`config.mk`:
```
export PLATFORM = sky130hd
export DESIGN_NAME = positional_sequence_buffer
export DESIGN_NICKNAME = d
export VERILOG_FILES = /design/src/design/psb_pkg.sv /design/src/design/positional_sequence_buffer.sv /design/src/design/psb_ram.sv /design/src/design/psb_ctrl.sv /design/src/design/psb_dp.sv
export SDC_FILE = /design/constraint.sdc
export NUM_CORES = 2
export LEC_CHECK = 0
export ABC_AREA = 1
export ABC_CLOCK_PERIOD_IN_PS = 7960
export BUFFER_PORTS_ARGS = -buffer_cell sky130_fd_sc_hd__buf_2
export CAP_MARGIN = 25
export CORE_UTILIZATION = 60
export CTS_CLUSTER_DIAMETER = 100
export DETAILED_ROUTE_END_ITERATION = 8
export PLACE_DENSITY = 0.75
export SLEW_MARGIN = 20
export SYNTH_ARGS = -nofsm -noshare
export SYNTH_HDL_FRONTEND = slang
export SYNTH_SLANG_ARGS = --single-unit
```
`constraint.sdc`:
```
create_clock -name clk_i -period 7.96 [get_ports clk_i]
set_clock_uncertainty 0.1 [all_clocks]
set_input_delay 1.194 -clock clk_i [delete_from_list [all_inputs] [get_ports clk_i]]
set_output_delay 1.194 -clock clk_i [all_outputs]
set_load 0.03 [all_outputs]
```
`src/design/psb_pkg.sv`:
```
// shared types and codes of the positional sequence buffer
`default_nettype none

package psb_pkg;

  // request kinds
  localparam logic [1:0] KIND_READ   = 2'd0;
  localparam logic [1:0] KIND_INSERT = 2'd1;
  localparam logic [1:0] KIND_REMOVE = 2'd2;

  // result status codes
  localparam logic [1:0] ST_OK     = 2'd0;
  localparam logic [1:0] ST_FULL   = 2'd1;
  localparam logic [1:0] ST_BADPOS = 2'd2;

  typedef enum logic [2:0] {
    S_IDLE,
    S_DECODE,
    S_FETCH,
    S_UP,
    S_PUT,
    S_DOWN,
    S_DONE
  } state_e;

  // memory read address select
  typedef enum logic [2:0] {
    A_POS,
    A_CNT_M1,
    A_IDX_M2,
    A_IDX_P1,
    A_IDX_P2
  } addr_sel_e;

  typedef enum logic [2:0] {
    IDX_HOLD,
    IDX_LOAD_CNT,
    IDX_LOAD_POS,
    IDX_DEC,
    IDX_INC
  } idx_op_e;

  typedef enum logic [1:0] {
    W_NONE,
    W_RDATA,
    W_VAL
  } wr_sel_e;

  typedef struct packed {
    logic       cap;
    addr_sel_e  rd_sel;
    idx_op_e    idx_op;
    wr_sel_e    wr_sel;
    logic       set_status;
    logic [1:0] status_code;
    logic       load_got;
    logic       finish;
  } psb_cmd_t;

  typedef struct packed {
    logic [1:0] kind;
    logic       pos_bad;
    logic       full;
    logic       pos_at_end;
    logic       up_last;
    logic       got_last;
    logic       down_last;
    logic       out_free;
  } psb_stat_t;

endpackage

`default_nettype wire

```
`src/design/positional_sequence_buffer.sv`:
```
// top level of the positional sequence buffer
`default_nettype none

// Ordered byte store of up to CAPACITY entries with read, insert and remove at a
// position; each request gives one result with the byte, a status and the new length.
// One request is handled at a time. An insert shifts the entries at and above the
// position up, a remove those above it down, one entry per cycle through the single
// read port and single write port of the entry memory. A finished result waits in the
// output register while the next request is taken. The entry memory is not cleared
// after reset: only written entries ever reach a result or stay in the sequence, so
// the block is ready as soon as reset is released.

module positional_sequence_buffer #(
  parameter int CAPACITY = 128
) (
  input  wire logic       clk_i,
  input  wire logic       rst_ni,
  input  wire logic       in_valid_i,
  output logic            in_stall_o,
  input  wire logic [1:0] kind_i,
  input  wire logic [7:0] position_i,
  input  wire logic [7:0] value_i,
  output logic            out_valid_o,
  input  wire logic       out_stall_i,
  output logic [7:0]      item_o,
  output logic [1:0]      status_o,
  output logic [7:0]      count_o
);

  import psb_pkg::*;

  psb_cmd_t  cmd;
  psb_stat_t stat;

  psb_ctrl u_ctrl (
    .clk_i      (clk_i),
    .rst_ni     (rst_ni),
    .in_valid_i (in_valid_i),
    .in_stall_o (in_stall_o),
    .stat_i     (stat),
    .cmd_o      (cmd)
  );

  psb_dp #(
    .CAPACITY (CAPACITY)
  ) u_dp (
    .clk_i       (clk_i),
    .rst_ni      (rst_ni),
    .cmd_i       (cmd),
    .stat_o      (stat),
    .kind_i      (kind_i),
    .position_i  (position_i),
    .value_i     (value_i),
    .out_valid_o (out_valid_o),
    .out_stall_i (out_stall_i),
    .item_o      (item_o),
    .status_o    (status_o),
    .count_o     (count_o)
  );

endmodule

`default_nettype wire

```
`src/design/psb_ram.sv`:
```
// generic single write port ram with registered read
`default_nettype none

module psb_ram #(
  parameter int WIDTH = 8,
  parameter int DEPTH = 128,
  parameter int AW    = 7
) (
  input  wire logic             clk_i,
  input  wire logic             we_i,
  input  wire logic [AW-1:0]    waddr_i,
  input  wire logic [WIDTH-1:0] wdata_i,
  input  wire logic [AW-1:0]    raddr_i,
  output logic      [WIDTH-1:0] rdata_o
);

  logic [WIDTH-1:0] mem_q [DEPTH];

  always_ff @(posedge clk_i) begin
    if (we_i) begin
      mem_q[waddr_i] <= wdata_i;
    end
    rdata_o <= mem_q[raddr_i];
  end

endmodule

`default_nettype wire

```
`src/design/psb_ctrl.sv`:
```
// controller state machine of the positional sequence buffer
`default_nettype none

module psb_ctrl (
  input  wire logic                clk_i,
  input  wire logic                rst_ni,
  input  wire logic                in_valid_i,
  output logic                     in_stall_o,
  input  wire psb_pkg::psb_stat_t  stat_i,
  output psb_pkg::psb_cmd_t        cmd_o
);

  import psb_pkg::*;

  state_e state_q, state_d;

  always_ff @(posedge clk_i or negedge rst_ni) begin
    if (!rst_ni) begin
      state_q <= S_IDLE;
    end else begin
      state_q <= state_d;
    end
  end

  // next state
  always_comb begin
    state_d = state_q;
    unique case (state_q)
      S_IDLE: begin
        if (in_valid_i) state_d = S_DECODE;
      end
      S_DECODE: begin
        unique case (stat_i.kind)
          KIND_READ, KIND_REMOVE: begin
            state_d = stat_i.pos_bad ? S_DONE : S_FETCH;
          end
          KIND_INSERT: begin
            if (stat_i.pos_bad || stat_i.full) state_d = S_DONE;
            else if (stat_i.pos_at_end)        state_d = S_PUT;
            else                               state_d = S_UP;
          end
          default: state_d = S_DONE;
        endcase
      end
      S_FETCH: begin
        if (stat_i.kind == KIND_READ || stat_i.got_last) state_d = S_DONE;
        else                                             state_d = S_DOWN;
      end
      S_UP: begin
        if (stat_i.up_last) state_d = S_PUT;
      end
      S_PUT: state_d = S_DONE;
      S_DOWN: begin
        if (stat_i.down_last) state_d = S_DONE;
      end
      S_DONE: begin
        if (stat_i.out_free) state_d = S_IDLE;
      end
      default: state_d = S_IDLE;
    endcase
  end

  // outputs
  always_comb begin
    cmd_o             = '0;
    cmd_o.rd_sel      = A_POS;
    cmd_o.idx_op      = IDX_HOLD;
    cmd_o.wr_sel      = W_NONE;
    cmd_o.status_code = ST_OK;
    in_stall_o        = (state_q != S_IDLE);
    unique case (state_q)
      S_IDLE: begin
        cmd_o.cap = in_valid_i;
      end
      S_DECODE: begin
        cmd_o.set_status = 1'b1;
        unique case (stat_i.kind)
          KIND_READ: begin
            if (stat_i.pos_bad) cmd_o.status_code = ST_BADPOS;
          end
          KIND_REMOVE: begin
            if (stat_i.pos_bad) cmd_o.status_code = ST_BADPOS;
            else                cmd_o.idx_op      = IDX_LOAD_POS;
          end
          KIND_INSERT: begin
            if (stat_i.pos_bad)   cmd_o.status_code = ST_BADPOS;
            else if (stat_i.full) cmd_o.status_code = ST_FULL;
            else begin
              cmd_o.rd_sel = A_CNT_M1;
              cmd_o.idx_op = IDX_LOAD_CNT;
            end
          end
          default: ;
        endcase
      end
      S_FETCH: begin
        cmd_o.load_got = 1'b1;
        cmd_o.rd_sel   = A_IDX_P1;
      end
      S_UP: begin
        cmd_o.wr_sel = W_RDATA;
        cmd_o.rd_sel = A_IDX_M2;
        cmd_o.idx_op = IDX_DEC;
      end
      S_PUT: begin
        cmd_o.wr_sel = W_VAL;
      end
      S_DOWN: begin
        cmd_o.wr_sel = W_RDATA;
        cmd_o.rd_sel = A_IDX_P2;
        cmd_o.idx_op = IDX_INC;
      end
      S_DONE: begin
        cmd_o.finish = stat_i.out_free;
      end
      default: ;
    endcase
  end

endmodule

`default_nettype wire

```
`src/design/psb_dp.sv`:
```
// datapath: request registers, entry memory, shift index, length and result register
`default_nettype none

module psb_dp #(
  parameter int CAPACITY = 128
) (
  input  wire logic               clk_i,
  input  wire logic               rst_ni,
  input  wire psb_pkg::psb_cmd_t  cmd_i,
  output psb_pkg::psb_stat_t      stat_o,
  input  wire logic [1:0]         kind_i,
  input  wire logic [7:0]         position_i,
  input  wire logic [7:0]         value_i,
  output logic                    out_valid_o,
  input  wire logic               out_stall_i,
  output logic [7:0]              item_o,
  output logic [1:0]              status_o,
  output logic [7:0]              count_o
);

  import psb_pkg::*;

  localparam int AW = $clog2(CAPACITY);
  localparam int CW = $clog2(CAPACITY + 1);
  // compare width: covers the position field and the length, plus headroom for +2
  localparam int XW = ((CW > 8) ? CW : 8) + 1;

  logic [1:0]    kind_q;
  logic [7:0]    pos_q;
  logic [7:0]    val_q;
  logic [AW-1:0] idx_q, idx_d;
  logic [CW-1:0] fill_q, fill_d;
  logic [7:0]    got_q;
  logic [1:0]    st_q;
  logic          out_valid_q;
  logic [7:0]    item_q;
  logic [1:0]    status_q;

  logic [XW-1:0] pos_x, fill_x, idx_x;
  logic [AW-1:0] pos_a, raddr, waddr;
  logic [7:0]    rdata, wdata;
  logic          we;

  assign pos_x  = XW'(pos_q);
  assign fill_x = XW'(fill_q);
  assign idx_x  = XW'(idx_q);
  assign pos_a  = pos_x[AW-1:0];

  // status towards the controller
  always_comb begin
    stat_o.kind       = kind_q;
    stat_o.pos_bad    = (kind_q == KIND_INSERT) ? (pos_x > fill_x) : (pos_x >= fill_x);
    stat_o.full       = (fill_q == CW'(CAPACITY));
    stat_o.pos_at_end = (pos_x == fill_x);
    stat_o.up_last    = (idx_x == pos_x + XW'(1));
    stat_o.got_last   = (pos_x + XW'(1) == fill_x);
    stat_o.down_last  = (idx_x + XW'(2) == fill_x);
    stat_o.out_free   = !out_valid_q || !out_stall_i;
  end

  // memory addressing
  always_comb begin
    logic [XW-1:0] a;
    a = pos_x;
    unique case (cmd_i.rd_sel)
      A_POS:    a = pos_x;
      A_CNT_M1: a = fill_x - XW'(1);
      A_IDX_M2: a = idx_x - XW'(2);
      A_IDX_P1: a = idx_x + XW'(1);
      A_IDX_P2: a = idx_x + XW'(2);
      default:  a = pos_x;
    endcase
    raddr = a[AW-1:0];
  end

  assign we    = (cmd_i.wr_sel != W_NONE);
  assign waddr = (cmd_i.wr_sel == W_VAL) ? pos_a : idx_q;
  assign wdata = (cmd_i.wr_sel == W_VAL) ? val_q : rdata;

  psb_ram #(
    .WIDTH (8),
    .DEPTH (CAPACITY),
    .AW    (AW)
  ) u_ram (
    .clk_i   (clk_i),
    .we_i    (we),
    .waddr_i (waddr),
    .wdata_i (wdata),
    .raddr_i (raddr),
    .rdata_o (rdata)
  );

  always_comb begin
    logic [XW-1:0] cm1;
    cm1   = fill_x - XW'(1);
    idx_d = idx_q;
    unique case (cmd_i.idx_op)
      IDX_HOLD:     idx_d = idx_q;
      IDX_LOAD_CNT: idx_d = fill_x[AW-1:0];
      IDX_LOAD_POS: idx_d = pos_a;
      IDX_DEC:      idx_d = idx_q - AW'(1);
      IDX_INC:      idx_d = idx_q + AW'(1);
      default:      idx_d = cm1[AW-1:0];
    endcase
  end

  // length moves only when a successful insert or remove completes
  always_comb begin
    fill_d = fill_q;
    if (cmd_i.finish && st_q == ST_OK) begin
      if (kind_q == KIND_INSERT)      fill_d = fill_q + CW'(1);
      else if (kind_q == KIND_REMOVE) fill_d = fill_q - CW'(1);
    end
  end

  always_ff @(posedge clk_i or negedge rst_ni) begin
    if (!rst_ni) begin
      fill_q      <= '0;
      out_valid_q <= 1'b0;
    end else begin
      fill_q <= fill_d;
      if (cmd_i.finish)      out_valid_q <= 1'b1;
      else if (!out_stall_i) out_valid_q <= 1'b0;
    end
  end

  always_ff @(posedge clk_i) begin
    if (cmd_i.cap) begin
      kind_q <= kind_i;
      pos_q  <= position_i;
      val_q  <= value_i;
    end
    idx_q <= idx_d;
    if (cmd_i.set_status) st_q  <= cmd_i.status_code;
    if (cmd_i.load_got)   got_q <= rdata;
    if (cmd_i.finish) begin
      status_q <= st_q;
      item_q   <= (st_q == ST_OK && (kind_q == KIND_READ || kind_q == KIND_REMOVE))
                  ? got_q : 8'd0;
    end
  end

  assign out_valid_o = out_valid_q;
  assign item_o      = item_q;
  assign status_o    = status_q;
  assign count_o     = fill_x[7:0];

endmodule

`default_nettype wire

```
## Yosys cells after proc, flatten, opt, wreduce, memory -nomap -nowiden

Memory sizes are Yosys's and may differ from the RTL's. A register that Yosys moved wholly into a read port is not among the register bits.
Cells that the tools add are included.
Widths: inputs -> output; s select.

| storage, ports and cells | value |
|---|---|
| flip-flop bits (word level) | 57 |
| memory bits (writable) | 1024 |
| input bits | 22 |
| output and inout bits | 20 |
| word-level logic and storage cells | 106 |
| memories kept | 1 |

| operators by class | value |
|---|---|
| add/subtract/negate cells | 9 |
| order comparisons | 2 |
| equality and inequality tests | 27 |
| multiplexer cells | 37 |
| reduce and logical (&&, ||, !) cells | 19 |

Memories:

| name | words | bits a word | read ports | clocked after memory_dff | write ports | line | source |
|---|---|---|---|---|---|---|---|
| u_dp.u_ram.mem_q | 128 | 8 | 1 | 1 | 1 | psb_ram.sv:17 | `logic [WIDTH-1:0] mem_q [DEPTH];` |

Operator list:

| cell | count |
|---|---|
| $pmux 7 s5 | 1 |
| $pmux 7 s4 | 1 |
| $mux 3 | 9 |
| $mux 8 | 3 |
| $pmux 3 s7 | 1 |
| $eq 3x2->1 const B | 6 |
| $eq 8x8->1 | 2 |
| $eq 3x3->1 const B | 5 |
| $add 7x1->7 const B | 2 |
| $sub 7x1->7 const B | 2 |
| $pmux 3 s2 | 2 |
| $pmux 3 s4 | 1 |
| $add 8x1->9 const B | 1 |
| $eq 3x1->1 const B | 3 |
| $eq 7x9->1 | 1 |
| $eq 9x8->1 | 1 |
| $mux 1 | 9 |
| $pmux 3 s3 | 1 |
| $add 7x2->8 const B | 1 |
| $add 8x1->8 const B | 1 |
| $eq 8x8->1 const B | 1 |
| $ge 8x8->1 | 1 |
| $gt 8x8->1 | 1 |
| $mux 2 | 4 |
| other kinds (19) | 34 |

## Logic depth before layout (Yosys ltp)

| logic depth | value |
|---|---|
| depth after elaboration | 7 |
| gate-level depth with buffers | 26 |
| depth with buffers taken out | 23 |

## Cells and area by module

A second synthesis with hierarchy kept.

| unflattened totals | value |
|---|---|
| cell total of the unflattened synthesis | 4182 |
| area total of the unflattened synthesis | 46638.5 um^2 |

Modules (own cells, without submodules):

| module | times used | cells each | area each (um^2) | seq. area each (um^2) |
|---|---|---|---|---|
| psb_ram | 1 | 3575 | 42104.1 | 30909.6 |
| psb_dp | 1 | 517 | 4006.3 | 1576.5 |
| psb_ctrl | 1 | 90 | 528.0 | 75.1 |

## Least setup slack after synthesis

OpenSTA, ideal clock, no wires.

| timing | value |
|---|---|
| path kind | flip-flop to flip-flop |
| start | register u_ctrl.state_q[0] |
| end | memory u_dp.u_ram.mem_q[0][0], data pin |
| setup time | 0.512 ns |
| data arrival time | 2.691 ns |
| data required time | 7.348 ns |
| setup slack | 4.657 ns |
| stages on the path, launching flop included | 7 |
| buffers on the path | 2 |
| clock period less this slack | 3.303 ns |
| cells stage by stage | dfrtp_1 > nor2_1 > nand2_1 > clkbuf_1 > clkbuf_1 > nand2_1 > nand2_1 |

| on the way | value |
|---|---|
| longest elaborated chain between the ends | 5 |
| elaborated cells between the ends (all ways) | 7 |
| classes of those cells | 4 x eq/ne; 2 x mux; 1 x reduce/logical |

RTL lines:

| what | line | source |
|---|---|---|
| start: declaration | psb_ctrl.sv:15 | `state_e state_q, state_d;` |
| start signal: assignment | psb_ctrl.sv:21 | `state_q <= state_d;` |
| $eq 3x2->1 or $eq 3x3->1 (tied branches) | psb_ctrl.sv:71 | `unique case (state_q)` |
| $reduce_or 2->1 (no source line) | n/a |  |
| $pmux 2 s2 (*) | psb_ctrl.sv:71 |  |
| $eq 2x2->1 (*) | psb_dp.sv:78 | `assign wdata = (cmd_i.wr_sel == W_VAL) ? val_q : rdata;` |
| $mux 8 (*) | psb_dp.sv:78 |  |
| named net u_dp.u_ram.wdata_i[0] | psb_ram.sv:12 | `input wire logic [WIDTH-1:0] wdata_i,` |
| end: declaration | psb_ram.sv:17 |  |

Mark *: on every way through the listed nets, which the timed path passes. The rest lies on a longest branch.

## Worst setup path after layout

| timing | value |
|---|---|
| start | register u_dp.fill_q[3] (netlist: u_dp.count_o[3]) |
| end | register u_dp.u_ram.rdata_o[2] (read register of u_dp.u_ram.mem_q) |

| on the way | value |
|---|---|
| longest elaborated chain between the ends | 7 |
| elaborated cells between the ends (all ways) | 14 |
| classes of those cells | 1 x add/sub; 2 x order compare; 5 x eq/ne; 6 x mux |

RTL lines:

| what | line | source |
|---|---|---|
| start: declaration | psb_dp.sv:32 | `logic [CW-1:0] fill_q, fill_d;` |
| start signal: assignment | psb_dp.sv:121 | `fill_q <= fill_d;` |
| $ge 8x8->1, or another cell as far along | psb_dp.sv:52 | `stat_o.pos_bad = (kind_q == KIND_INSERT) ? (pos_x > fill_x) : (pos_x >= fill_x);` |
| $mux 1 or $mux 4 (tied branches) | psb_dp.sv:52, psb_ctrl.sv:87 |  |
| $mux 4 | psb_ctrl.sv:86 | `if (stat_i.pos_bad) cmd_o.status_code = ST_BADPOS;` |
| $mux 3 | psb_ctrl.sv:77 | `unique case (stat_i.kind)` |
| $pmux 3 s4 | psb_ctrl.sv:71 |  |
| $eq 3x3->1, or another cell as far along | psb_dp.sv:65 | `unique case (cmd_i.rd_sel)` |
| $pmux 7 s4 (*) | psb_dp.sv:65 |  |
| end: declaration | psb_ram.sv:14 | `output logic [WIDTH-1:0] rdata_o` |

Mark *: on every way between the ends. The rest lies on a longest branch, timed or not.
A chain may end at the register's enable or synchronous reset.

==> results.md <==
- Maximum buffer depth of the clock tree: 3
- Vias per cell: 6.07
- Postcts setup bufs: 0
- Storage element area: 0.0326 mm^2
- Wire length of the first global-routing pass: about 200000 um
- Clock buffer count from CTS: 110
- Worst hold path class: in2async
- Setup repair after global routing missed its margin: false
- Grt ovf: 0
- Area taken by multi-input logic gates: 0.0136 mm^2
- Fill cell count: around 6000
- Routability cong.: ~0.9
- Fraction of layout instances using a drive strength above 1: 0.0624
- Final cycle utilization of the critical path: 0.684
- Vias in the first global route: between 30000 and 40000
- Tightest slew margin relative to the limit: 0.262
- Delay of the slowest cell on the worst path: roughly 0.91 ns
- Final-report setup violation count: 0
- CTS HTree Levels: 3
- Required time of the critical path: 8.49 ns
- PnR worst setup slack: 2.51 ns
- Total of max-cap violations: 0
- Routed WL per cell: 23.0 um
- Largest net degree at the start of global routing: 204
- Mean cell area of the mapped netlist: 10.7 um^2
- Post-synth top cells: sky130_fd_sc_hd__edfxtp_1, sky130_fd_sc_hd__nand3_1, sky130_fd_sc_hd__nand2_1
- Overall via count from detail_route: 34688
- Share of synthesized registers carrying an async set or reset: 0.0110
- Count of buffers inserted at the top-level ports: 41
- Cell Area, Synth: 0.0498 mm^2
- Setup crit end kind: register
- Final routed DRC violation total: 0
- Setup TNS: 0 ns
- Inserted Diodes: 0
- DR iter-0 viols: 4865
- Cell type with the largest total area after synthesis: sky130_fd_sc_hd__edfxtp_1
- Number of standard cells after synthesis: ~4600
- Register area share after synthesis: 0.654
- Max-slew violation total from the final report: 0
- Sum of routed wire length over all layers: 132000 um
- Number of distinct library cells after synthesis: 48
- Global-route total usage across every layer: 0.311
- Synthesis Warnings: 0
- Number of routed nets with antenna violations: 0
- Number of hold-repair buffers added at the cts stage: 0
- Post-layout minimum cycle time: roughly 5.4 ns
- Root Driver: sky130_fd_sc_hd__clkbuf_16
- Seq cells post-synth: approximately 1100
- Count of cells resized by post-cts repair: 0
- Clock-pin transition on the worst setup and hold timing paths: about 0.060 ns
- Initial antenna violation count: 4
- Critical path's top delay family: simple AND/OR/NAND/NOR gates
- CTS tree: done
- Die Y-Extent: 290 um
- Number of synthesized flops with an enable pin: approximately 1100
- Worst Setup Start Kind: register
- Syn-to-layout area delta: 8.43%
- CP cell instances: inv_1 -> ha_1 -> nand2_1 -> nor2_1 -> nand2_1 -> nand2_1 -> nor2_1 -> nand2_1 -> nand2_2 -> nand3_4 -> o21ai_1 -> inv_2 -> nand2_8 -> buf_4 -> o211ai_1 -> nand3_1 -> nand3_1 -> nand3_1 -> nand3_1 -> nand2_1 -> nand2_1 -> nand2_1
- F_max: 184 MHz
- Leading cell type by number of instances after synthesis: sky130_fd_sc_hd__edfxtp_1
- CP max-delay cell: sky130_fd_sc_hd__buf_4
- Beginning of the critical path: u_dp.count_o[3]
- Transition time of the tightest slew-check pin: 1.11 ns
- Net count of the finished layout: 4603
- Die Width: 290 um
- Outcome: finished, final reports clean
- Total Die Area: 0.0841 mm^2
- Post-placement setup slack: 2.69 ns
- Largest fanout on the critical path: approximately 110
- Top cell by count, worst path: sky130_fd_sc_hd__nand2_1
- Synth Flop Type: sky130_fd_sc_hd__edfxtp_1
- Total nets after synthesis: 4692
- Effective utilization at floorplan: 0.606
- Area of the core: 0.0821 mm^2
- Signal arrival time at the worst endpoint: 5.98 ns
- Worst setup path category: reg2reg
- Final hold violation count: 0
- Detailed Routing Iterations Pass 1: 7
- Insertion delay to the later sink of the worst-skew pair: 0.69 ns
- CP bufs+invs: 3
- Post-DP HPWL: between 70000 and 80000 um
- # clock sinks: ~1100
- Yosys top cell area share: 0.645
- Top cells by area, synth: sky130_fd_sc_hd__edfxtp_1, sky130_fd_sc_hd__nand3_1, sky130_fd_sc_hd__nand2_1
- Number of rows in the core area: 105
- Boundary Pins: 42
- RR Startpoint: u_dp.count_o[3]
## worst reg2reg max path: stages (launching register included)
cell and delay (ns):
sky130_fd_sc_hd__dfrtp_1 0.50, sky130_fd_sc_hd__inv_1 0.19, sky130_fd_sc_hd__ha_1 0.34, sky130_fd_sc_hd__nand2_1 0.10, sky130_fd_sc_hd__nor2_1 0.05, sky130_fd_sc_hd__nand2_1 0.08, sky130_fd_sc_hd__nand2_1 0.05, sky130_fd_sc_hd__nor2_1 0.08
sky130_fd_sc_hd__nand2_1 0.09, sky130_fd_sc_hd__nand2_2 0.17, sky130_fd_sc_hd__nand3_4 0.16, sky130_fd_sc_hd__o21ai_1 0.38, sky130_fd_sc_hd__inv_2 0.12, sky130_fd_sc_hd__nand2_8 0.58, sky130_fd_sc_hd__buf_4 0.97, sky130_fd_sc_hd__o211ai_1 0.29
sky130_fd_sc_hd__nand3_1 0.14, sky130_fd_sc_hd__nand3_1 0.14, sky130_fd_sc_hd__nand3_1 0.19, sky130_fd_sc_hd__nand3_1 0.19, sky130_fd_sc_hd__nand2_1 0.23, sky130_fd_sc_hd__nand2_1 0.18, sky130_fd_sc_hd__nand2_1 0.10
## final timing paths
kind | depth (start not counted) | to | slack (ns)
min | 1 | u_ctrl.state_q[0] | 0.31
min reg2reg | 0 | u_dp.status_o[0] | 0.35
min in group clk_i | 0 | u_dp.status_o[0] | 0.35
max in group asynchronous | 1 | u_dp.count_o[7] | 7.19
max reg2reg | 22 | u_dp.u_ram.rdata_o[2] | 2.51
max | 22 | u_dp.u_ram.rdata_o[2] | 2.51
## sequential cells by signal, indices dropped and copies added, names as in the netlist, 3 cells and up
register	cells
u_dp.u_ram.mem_q	1024
u_dp.count_o	8
u_dp.got_q	8
u_dp.item_o	8
u_dp.pos_q	8
u_dp.u_ram.rdata_o	8
u_dp.val_q	8
u_dp.idx_q	7
u_ctrl.state_q	3
## cell usage in the layout, fill, tap and decap left out, types with 21 or more instances in the layout
cell	instances
sky130_fd_sc_hd__clkbuf_16	112
sky130_fd_sc_hd__nor2_1	197
sky130_fd_sc_hd__inv_1	596
sky130_fd_sc_hd__edfxtp_1	1069
sky130_fd_sc_hd__nand2_1	807
sky130_fd_sc_hd__clkbuf_1	27
sky130_fd_sc_hd__clkinv_1	22
sky130_fd_sc_hd__buf_2	42
sky130_fd_sc_hd__xor2_1	24
sky130_fd_sc_hd__o21ai_0	38
sky130_fd_sc_hd__a21oi_1	22
sky130_fd_sc_hd__clkinv_2	26
sky130_fd_sc_hd__nor3_1	21
sky130_fd_sc_hd__nand3_1	1060
sky130_fd_sc_hd__nand3b_1	378
sky130_fd_sc_hd__buf_4	36
sky130_fd_sc_hd__ha_1	25
## metal layers
layer,part of all wire,up-vias,track usage
met2,0.46,2110,0.480
met4,0.039,4,0.124
li1,-,15757,-
met1,0.38,16501,0.438
met5,0.00013,-,0
met3,0.11,316,0.0595
## per-stage QoR
step                 util  cell area, um^2  hold WS, ns  std cells
finish              0.657            54000        0.309       5719
global route        0.657            54000        0.319       5719
global placement    0.614            50400        0.336       5509
CTS                 0.657            53900        0.297       5716
floorplan               -            49800        0.309       4644
detailed placement  0.614            50400        0.339       5510
## final cells by class
cell class,instances,share of cell area
timing repair buffer,89,0.0127
clock inverter,65,0.0111
inverter,607,0.0424
clock buffer,141,0.0543
multi-input combinational,2658,0.252
tap,1070,0.0248
sequential,1089,0.603
## cells by family (layout without fill, tap and decap cells)
logic type / after synthesis / after routing / synth area share
adders and majority gates: 26 / 26 / 0.00668
and+or+nand+nor: 2501 / 2501 / 0.247
DFF: 1089 / 1089 / 0.654
AOI/OAI and AO/OA: 102 / 102 / 0.0124
buffers and inverters: 897 / 902 / 0.0753
xor gates and xnor gates: 29 / 29 / 0.00510
Power is not shown: default switching activity piles up to over one toggle a cycle in this logic, so the estimate is an artifact.
